### src/rtl/lsw_pkg.sv
`timescale 1ns / 1ps

package lsw_pkg;

  localparam int BITS_PER_WORD = 8;

  // request kinds
  localparam logic [1:0] REQ_WRITE = 2'd0;
  localparam logic [1:0] REQ_CS    = 2'd1;
  localparam logic [1:0] REQ_A0    = 2'd2;
  localparam logic [1:0] REQ_RESET = 2'd3;

  // configuration register indexes
  localparam logic [7:0] CFG_SPI_MODE   = 8'd0;
  localparam logic [7:0] CFG_HALF_DELAY = 8'd1;

  // final sequencer steps
  localparam logic [4:0] STEP_WRITE_LAST_M0 = 5'(2 * BITS_PER_WORD);
  localparam logic [4:0] STEP_WRITE_LAST_M3 = 5'(2 * BITS_PER_WORD - 1);
  localparam logic [4:0] STEP_CS_LAST_M3    = 5'd1;

  typedef struct packed {
    logic [1:0] req_type;
    logic [7:0] value;
  } in_t;

  typedef struct packed {
    logic sck;
    logic mosi;
    logic cs_n;
    logic a0;
    logic reset_pin;
    logic last;
  } out_t;

  // classified request as held in the queue
  typedef struct packed {
    logic [1:0] kind;
    logic       on;
    logic [7:0] data;
  } cmd_t;

  typedef struct packed {
    logic [1:0] count;
  } front_status_t;

  typedef struct packed {
    logic fire;
    logic pop;
  } back_status_t;

endpackage

### src/rtl/lsw_front.sv
`timescale 1ns / 1ps

module lsw_front (
  input  logic                   clk,
  input  logic                   rst,
  input  logic                   in_valid,
  output logic                   in_stall,
  input  lsw_pkg::in_t           in_data,
  input  logic                   pop,
  output logic                   head_valid,
  output lsw_pkg::cmd_t          head,
  output lsw_pkg::front_status_t status
);

  lsw_pkg::cmd_t entry [2];
  logic          wr_ptr;
  logic          rd_ptr;
  logic [1:0]    count;
  logic          push;
  lsw_pkg::cmd_t cmd;

  assign in_stall   = (count == 2'd2);
  assign push       = in_valid && !in_stall;
  assign head_valid = (count != 2'd0);
  assign head       = entry[rd_ptr];
  assign status.count = count;

  // classify: keep the level flag so the back end needs no compare
  always_comb begin
    cmd.kind = in_data.req_type;
    cmd.on   = |in_data.value;
    cmd.data = in_data.value;
  end

  always_ff @(posedge clk) begin
    if (push) begin
      entry[wr_ptr] <= cmd;
    end
  end

  always_ff @(posedge clk) begin
    if (rst) begin
      wr_ptr <= 1'b0;
      rd_ptr <= 1'b0;
      count  <= 2'd0;
    end else begin
      if (push) begin
        wr_ptr <= ~wr_ptr;
      end
      if (pop) begin
        rd_ptr <= ~rd_ptr;
      end
      unique case ({push, pop})
        2'b10:   count <= count + 2'd1;
        2'b01:   count <= count - 2'd1;
        default: count <= count;
      endcase
    end
  end

endmodule

### src/rtl/lsw_back.sv
`timescale 1ns / 1ps

module lsw_back (
  input  logic                  clk,
  input  logic                  rst,
  input  logic                  spi_mode,
  input  logic [7:0]            half_delay,
  input  logic                  head_valid,
  input  lsw_pkg::cmd_t         head,
  output logic                  out_valid,
  input  logic                  out_stall,
  output lsw_pkg::out_t         out_data,
  output lsw_pkg::back_status_t status
);

  logic       sck;
  logic       mosi;
  logic       cs_n;
  logic       a0;
  logic       reset_pin;
  logic [4:0] step;
  logic [7:0] gap;

  logic       sck_next;
  logic       mosi_next;
  logic       cs_n_next;
  logic       a0_next;
  logic       reset_pin_next;
  logic       is_last;
  logic [2:0] bit_idx;
  logic       fire;

  assign bit_idx = step[3:1];
  assign fire    = head_valid && (gap == 8'd0) && (!out_valid || !out_stall);
  assign status.fire = fire;
  assign status.pop  = fire && is_last;

  always_comb begin
    sck_next       = sck;
    mosi_next      = mosi;
    cs_n_next      = cs_n;
    a0_next        = a0;
    reset_pin_next = reset_pin;
    is_last        = 1'b1;
    unique case (head.kind)
      lsw_pkg::REQ_WRITE: begin
        is_last = spi_mode ? (step == lsw_pkg::STEP_WRITE_LAST_M3)
                           : (step == lsw_pkg::STEP_WRITE_LAST_M0);
        if (step == lsw_pkg::STEP_WRITE_LAST_M0) begin
          sck_next = 1'b0;
        end else if (!step[0]) begin
          // mode 0 leaves SCK alone for the first bit
          if (spi_mode || bit_idx != 3'd0) begin
            sck_next = 1'b0;
          end
          // MSB first
          mosi_next = head.data[~bit_idx];
        end else begin
          sck_next = 1'b1;
        end
      end
      lsw_pkg::REQ_CS: begin
        if (spi_mode) begin
          is_last = (step == lsw_pkg::STEP_CS_LAST_M3);
          if (step == 5'd0) begin
            if (head.on) sck_next = 1'b1;
            else         cs_n_next = 1'b1;
          end else begin
            if (head.on) cs_n_next = 1'b0;
            else         sck_next = 1'b0;
          end
        end else begin
          cs_n_next = !head.on;
        end
      end
      lsw_pkg::REQ_A0: begin
        a0_next = head.on;
      end
      default: begin
        reset_pin_next = head.on;
      end
    endcase
  end

  always_ff @(posedge clk) begin
    if (fire) begin
      out_data.sck       <= sck_next;
      out_data.mosi      <= mosi_next;
      out_data.cs_n      <= cs_n_next;
      out_data.a0        <= a0_next;
      out_data.reset_pin <= reset_pin_next;
      out_data.last      <= is_last;
    end
  end

  always_ff @(posedge clk) begin
    if (rst) begin
      sck       <= 1'b0;
      mosi      <= 1'b0;
      cs_n      <= 1'b1;
      a0        <= 1'b0;
      reset_pin <= 1'b0;
      step      <= 5'd0;
      gap       <= 8'd0;
      out_valid <= 1'b0;
    end else begin
      if (fire) begin
        sck       <= sck_next;
        mosi      <= mosi_next;
        cs_n      <= cs_n_next;
        a0        <= a0_next;
        reset_pin <= reset_pin_next;
        step      <= is_last ? 5'd0 : step + 5'd1;
        // hold the snapshot for the extra clocks before the next one
        gap       <= half_delay;
        out_valid <= 1'b1;
      end else begin
        if (gap != 8'd0) begin
          gap <= gap - 8'd1;
        end
        if (out_valid && !out_stall) begin
          out_valid <= 1'b0;
        end
      end
    end
  end

endmodule

### src/rtl/lcd_spi_write_master_top.sv
`timescale 1ns / 1ps
// Requests are registered into the queue; snapshots are registered from the queue head.
// Pacing: the back-end sequencer spaces snapshots by half_delay and waits on out_stall;
//   a byte write takes 17 snapshots in mode 0 and 16 in mode 3, a chip select in
//   mode 3 takes 2, every other request 1. A two-entry queue keeps intake running.
// Reset (rst, synchronous): CS high, all other pins low, queue empty, mode 0, no delay.

module lcd_spi_write_master_top (
  input  logic          clk,
  input  logic          rst,
  input  logic          in_valid,
  output logic          in_stall,
  input  lsw_pkg::in_t  in_data,
  output logic          out_valid,
  input  logic          out_stall,
  output lsw_pkg::out_t out_data,
  input  logic          cfg_valid,
  output logic          cfg_ready,
  input  logic [7:0]    cfg_index,
  input  logic [7:0]    cfg_data
);

  logic                   spi_mode;
  logic [7:0]             half_delay;
  logic                   head_valid;
  lsw_pkg::cmd_t          head;
  lsw_pkg::front_status_t f_status;
  lsw_pkg::back_status_t  b_status;

  assign cfg_ready = 1'b1;

  always_ff @(posedge clk) begin
    if (rst) begin
      spi_mode   <= 1'b0;
      half_delay <= 8'd0;
    end else if (cfg_valid && cfg_ready) begin
      unique case (cfg_index)
        lsw_pkg::CFG_SPI_MODE:   spi_mode   <= cfg_data[0];
        lsw_pkg::CFG_HALF_DELAY: half_delay <= cfg_data;
        default: ;
      endcase
    end
  end

  lsw_front u_front (
    .clk        (clk),
    .rst        (rst),
    .in_valid   (in_valid),
    .in_stall   (in_stall),
    .in_data    (in_data),
    .pop        (b_status.pop),
    .head_valid (head_valid),
    .head       (head),
    .status     (f_status)
  );

  lsw_back u_back (
    .clk        (clk),
    .rst        (rst),
    .spi_mode   (spi_mode),
    .half_delay (half_delay),
    .head_valid (head_valid),
    .head       (head),
    .out_valid  (out_valid),
    .out_stall  (out_stall),
    .out_data   (out_data),
    .status     (b_status)
  );

  // the queue never overfills
  assert property (@(posedge clk) disable iff (rst) f_status.count != 2'd3)
    else $error("queue count out of range");

  // a sequencer step is only taken from a queued request
  assert property (@(posedge clk) disable iff (rst) b_status.fire |-> head_valid)
    else $error("sequencer fired with empty queue");

  // retiring a request presents its final snapshot next
  assert property (@(posedge clk) disable iff (rst)
    b_status.pop |=> out_valid && out_data.last)
    else $error("request retired without final snapshot");

  // snapshots are spaced by the hold delay
  assert property (@(posedge clk) disable iff (rst)
    b_status.fire && half_delay != 8'd0 |=> !b_status.fire)
    else $error("snapshot hold delay violated");

endmodule
### config.mk
export PLATFORM = sky130hd
export DESIGN_NAME = lcd_spi_write_master_top
export DESIGN_NICKNAME = d
export VERILOG_FILES = /design/src/rtl/lsw_pkg.sv /design/src/rtl/lsw_front.sv /design/src/rtl/lsw_back.sv /design/src/rtl/lcd_spi_write_master_top.sv
export SDC_FILE = /design/constraint.sdc
export NUM_CORES = 1
export LEC_CHECK = 0
export BUFFER_PORTS_ARGS = -buffer_cell sky130_fd_sc_hd__buf_2
export CELL_PAD_IN_SITES_DETAIL_PLACEMENT = 1
export CELL_PAD_IN_SITES_GLOBAL_PLACEMENT = 1
export CORE_MARGIN = 1
export CORE_UTILIZATION = 39
export CTS_CLUSTER_SIZE = 25
export DETAILED_ROUTE_END_ITERATION = 10
export PLACE_DENSITY_LB_ADDON = 0.1
export SYNTH_ARGS = -nofsm -noshare
export SYNTH_HDL_FRONTEND = slang
export SYNTH_SLANG_ARGS = --single-unit
### constraint.sdc
create_clock -name clk -period 2.1 [get_ports clk]
set_input_delay 0.21 -clock clk [delete_from_list [all_inputs] [get_ports clk]]
set_output_delay 0.21 -clock clk [all_outputs]
set_load 0.02 [all_outputs]
After elaboration in Yosys (flattened, before gate mapping)
Memories as Yosys holds them, arrays and structs flattened. A register that Yosys moved wholly into a read port is not among the register bits. Cells that the tools add are included.

Memories kept: 1. Bits of input ports: 31. Output and inout bits: 9. Register bits after elaboration: 38. Word-level logic and storage cells: 95. Memory bits (writable): 22.

Mux-type cells: 33. Add/sub/neg operators: 4. Eq/ne operators: 9. Magnitude comparators: 1. Bitwise operators: 3. Reduce and logical (&&, ||, !) cells: 25.

Memories: u_front.entry (words 2, width 11, rd ports 1, clocked after memory_dff 1, write ports 1, line lsw_front.sv:15) `lsw_pkg::cmd_t entry [2];`.

Operators by type and width (count): $mux W1 (26); $logic_not A8 Y1 (2); $mux W8 (2); $eq A8 B1 Y1 const B (1); $reduce_bool A2 Y1 (4); $reduce_bool A8 Y1 (1); $reduce_or A8 Y1 (1); $sub A8 B1 Y8 const B (1); $eq A2 B2 Y1 const B (3); $add A5 B1 Y5 const B (1); $eq A5 B1 Y1 const B (1); $eq A5 B4 Y1 const B (1); $eq A5 B5 Y1 const B (1); $logic_and A1 B1 Y1 (5); $logic_not A5 Y1 (1); $mux W5 (1); $eq A2 B1 Y1 const B (2); $logic_not A1 Y1 (4); $lt A3 B4 Y1 const B (1); $pmux W1 S2 (2); $pmux W2 S2 (1); $reduce_and A2 Y1 (2); $bmux W1 S3 (1); $not A3 Y3 (1); other kinds (7) (9).

Logic depth before layout (Yosys ltp)
Word-level depth: 6. Mapped depth: 10.

Modules after synthesis
Synthesis repeated with hierarchy kept, for this count alone.

Cell total of the unflattened synthesis: 256. Area, all modules: 2941.6 um^2.

Modules (own cells, without submodules): lsw_back (seq. area each 560.5 um^2, instances 1, area each 1472.7 um^2, cells an instance 151); lsw_front (seq. area each 760.7 um^2, instances 1, area each 1024.7 um^2, cells an instance 62); lcd_spi_write_master_top (seq. area each 180.2 um^2, instances 1, area each 444.2 um^2, cells an instance 43).

Worst setup path before layout
Ideal clock, no wire load.

Path type: register -> register. Start point: reg u_back.step[0]. End point: reg u_front.count[1] (netlist: u_front.status[1]). Library setup time: 0.071 ns. Data arrival time: 2.248 ns. Path buffers: 0. Clock period less this slack: 2.319 ns. Path slack: -0.219 ns. Cell stages (with the launch flop): 10. Cell sequence: dfxtp_1 > ha_1 > and3_1 > ha_1 > mux2_4 > o22ai_4 > nor2_1 > ha_1 > or3_1 > a21oi_1.

Cells in the longest elaborated chain, start to end: 6. Elaborated cells on any way between the ends: 11. Those cells by class: 5 x eq/ne; 4 x mux; 2 x reduce/logical.

Ends and longest elaborated chain: from (decl) (line lsw_back.sv:21) `logic [4:0] step;`; from (signal assigned) (line lsw_back.sv:113) `step <= is_last ? 5'd0 : step + 5'd1;`; $eq A5 B1 Y1, or another cell as far along (line lsw_back.sv:64) `is_last = (step == lsw_pkg::STEP_CS_LAST_M3);`; $mux W1 (on tied branches) (line lsw_back.sv:63, lsw_back.sv:47); $pmux W1 S2 (*) (line lsw_back.sv:45) `unique case (head.kind)`; $logic_and A1 B1 Y1 (*) (line lsw_back.sv:36) `assign status.pop = fire && is_last;`; net u_front.pop (line lsw_front.sv:9) `input logic pop,`; $eq A2 B1 Y1 / $eq A2 B2 Y1 (equally long branches) (line lsw_front.sv:53) `unique case ({push, pop})`; $pmux W2 S2 / $reduce_bool A2 Y1 (equally long branches); to (signal assigned) (line lsw_front.sv:54) `2'b10: count <= count + 2'd1;`; to (signal assigned) (line lsw_front.sv:55) `2'b01: count <= count - 2'd1;`; to (signal assigned) (line lsw_front.sv:56) `default: count <= count;`; to (decl) (line lsw_front.sv:18) `logic [1:0] count;`.

Mark *: on every way through the listed nets, which the timed path passes. The rest lies on a longest branch. A chain may end at the register's enable or synchronous reset.

Worst setup path after layout
Start point: reg u_back.step[1]. End point: reg u_front.count[1] (netlist: u_front.status[1]).

Same word-level chain as after synthesis.

==> summary.txt <==
Global routing
  • Gr ovfl total: 0
  • Pin count of the biggest net entering global routing: 25
  • GRT Overall Usage: 0.182
  • Vias in the first global route: a little over 2000
  • First-pass GRT wire length: 10.1 mm
  • Initial antenna violation count: 0

Cells and area
  • Antenna cells: 0
  • Non-Filler Instances: 408
  • Multi-input logic area: 1210 um2
  • Register area: 1510 um2
  • FILL cells: 748
  • Area Growth Syn to Fin: 25.7%
  • Fin util: 0.509
  • Nets@finish: roughly 350
  • Layout cells sized above 1: 0.304

Pwr
  • Worst VDD drop: 0.561 mV
  • Clk pwr share: 0.260
  • Switch Pwr: 0.00142 W
  • Sequential Power Share: 0.392
  • Logic pwr share: 0.348
  • Tot Pwr: 0.00427 W
  • Pwr per Cell Area: 1230 nW/um2
  • Leak pwr: about 1.4 nW
  • Net Sw Frac: 0.333
  • Internal power: 0.00285 W

Die
  • # IOs: 40
  • Die area: 7430 um2
  • Initial core utilization: 0.405
  • Die height: 86.2 um
  • Die Wd: roughly 86 um
  • Core Region: between 6000 and 7000 um2
  • Row cnt: 30

Route
  • Avg WL per Cell: between 15 and 20 um
  • Routed vias/inst: 5.06
  • Drt drc: 0
  • Drt total wl: 6.18 mm
  • Final ANT Viol Nets: 0
  • Routed via count: slightly above 2000
  • First DRT Iteration DRCs: 64
  • TritonRoute pass-1 iters: 4

Timing
  • Final Hold Vio Count: 0
  • Slew @ Worst Pin: 0.580 ns
  • Slew headroom: 0.608
  • F_max: ~0.48 GHz
  • Fin crit share: 1.00
  • Skew final: between 0.009 and 0.01 ns
  • Slew Viols, Final: 0
  • Slack of the critical path: -0.00286 ns
  • Finish-stage setup viols: 1
  • Tmin final: roughly 2.1 ns
  • RSZ-0062 raised after global routing: true
  • TNS Setup: -0.00286 ns

Logic synthesis
  • Async S/R FF share, synth: 0
  • Sequential share of the synthesized area: 0.543
  • Post-synth top area cell: edfxtp_1
  • Syn Std Cell Area: 2770 um2
  • Synth Flop Type: dfxtp_1
  • Area contributors post-synth: edfxtp_1 (30%), dfxtp_1 (24%), mux2i_1 (5.1%), nor2_1 (4.2%), mux4_1 (3.8%)
  • Count leader, synth: dfxtp_1
  • Count of cell types in the netlist: between 40 and 50
  • #FFs+latches synth: 61
  • Avg Cell Area, Syn: 11.2 um2
  • Commonest cells post-synth: dfxtp_1 (33), nor2_1 (31), edfxtp_1 (28), nand2_1 (22), a21oi_1 (20)
  • Top-area cell type share of the netlist area: 0.304
  • Post-synth EDFFs: 28
  • Syn Inst Count: 246
  • Syn nets: 284
  • YS warnings: 0

Critical path
  • CP Class: flip-flop to flip-flop
  • Setup crit start kind: flip-flop
  • WP data required: roughly 2.4 ns
  • Worst-path maximum fanout: 4
  • Critical path arrival: 2.37 ns
  • Worst Setup End Kind: flip-flop

Clocking
  • Clk slew on worst S/H paths: 0.07 ns
  • CTS tree: done
  • Sink Count: 61
  • CTS Hold Buffers Added: 0
  • Worst-skew pair later-pin latency: 0.34 ns
  • H-Tree Depth: 3
  • Num CTS Buffers: 9
  • Clk buf depth: 2
  • Clock Tree Root: clkbuf_8

Hold path
  • Min-delay worst type: primary input to flip-flop

Placement
  • Inst Count DP: a little under 400
  • Post-detail-place hpwl: 4.41 mm
  • Dpl ws: -0.0918 ns
  • RePlAce Congestion: 0.798
  • Buffers on Ports: 38

Flow run
  • Max_cap viols: 0

Run status
  • Outcome: finished, violations left
  • Failing checks: setup timing
[cell type report]
type / count / share of cell area
Sequential cell: 61 / 0.435
Inverter: 10 / 0.0122
Multi-Input combinational cell: 166 / 0.348
Tap cell: 96 / 0.0346
Clock inverter: 6 / 0.0223
Clock buffer: 10 / 0.0367
Timing Repair Buffer: 59 / 0.111
[layout by cell type (no fill, tap or decap), drive strengths merged, types with 2 or more instances in the layout]
| cell | count |
|---|---|
| mux4 | 5 |
| buf | 59 |
| a21oi | 20 |
| nor3 | 6 |
| xnor2 | 3 |
| clkinv | 4 |
| o21ai | 6 |
| xor2 | 2 |
| o31ai | 2 |
| edfxtp | 28 |
| clkbuf | 10 |
| bufinv | 2 |
| nor2 | 31 |
| mux2 | 3 |
| a221oi | 2 |
| a31oi | 2 |
| and3 | 2 |
| or3 | 2 |
| ha | 7 |
| nand2 | 22 |
| or4 | 2 |
| inv | 10 |
| nor4b | 3 |
| nor4 | 8 |
| nand2b | 2 |
| mux2i | 15 |
| nand3 | 8 |
| dfxtp | 33 |
[per-stage QoR]
step	cell area, um2	hold slack [ns]
after CTS	3480	0.0459
after floorplan	2810	0.309
after global placement	3250	0.398
final	3480	0.0660
after global routing	3480	0.0617
after detailed placement	3250	0.402
[state kept, by name (all words and copies together) (netlist names), 2 cells and up, named ones only]
name	flops
u_back.out_data	6
u_front.status	2
u_back.step	5
u_front.entry	22
u_back.gap	8
half_delay	8
[critical path, stage by stage, from the launching register on]
cell     delay, ns
dfxtp_4       0.37
inv_2         0.08
ha_4          0.13
or4bb_1       0.43
nand3_2       0.13
o22ai_4       0.08
nor2_1        0.10
ha_1          0.24
or3_1         0.34
a21oi_1       0.13
[metal layers]
layer / track usage / share of wire / vias to the layer above
li1: - / - / 1024
met1: 0.237 / 0.49 / 992
met2: 0.293 / 0.47 / 39
met3: 0.0352 / 0.027 / 10
met4: 0.0864 / 0.015 / 0
met5: 0 / 0 / -
[power groups by stage]
stage	Clock [W]	Combinational [W]	Sequential [W]
4_1_cts	0.00114	0.00148	0.00168
3_3_place_gp	0	0.00144	0.00169
3_5_place_dp	0	0.00146	0.00169
5_1_grt	0.00119	0.00164	0.00171
2_1_floorplan	0	0.000938	0.00168
6_report	0.00111	0.00149	0.00168
[logic make-up (layout without fill, tap and decap cells)]
family,after synthesis,in the layout,share of synthesized area
XOR/XNOR,5,5,0.0158
AND/OR/NAND/NOR,89,89,0.157
flip-flops,61,61,0.543
multiplexers,23,23,0.115
buffers and inverters,19,85,0.0394
AO/OA/AOI/OAI,41,41,0.0959
adder cells (fa/ha/maj),7,7,0.0317
other,1,1,0.00136
[final timing paths]
check,slack (ns),end,cells after the start,from
setup / recovery,-0.003,u_front.status[1],9,u_back.step[1]
setup reg to reg,-0.003,u_front.status[1],9,u_back.step[1]
hold / removal,0.07,u_front.entry[1][10],1,in_data[9]
hold reg to reg,0.46,u_back.gap[3],2,half_delay[3]
[what timing repair did]
item / CTS / global route
setup buffers: 0 / 0
setup endpoints to repair: 3 / 6
resized for setup: 8 / 2
pin swaps: 5 / 0
Power figures use the tool's default switching activity.
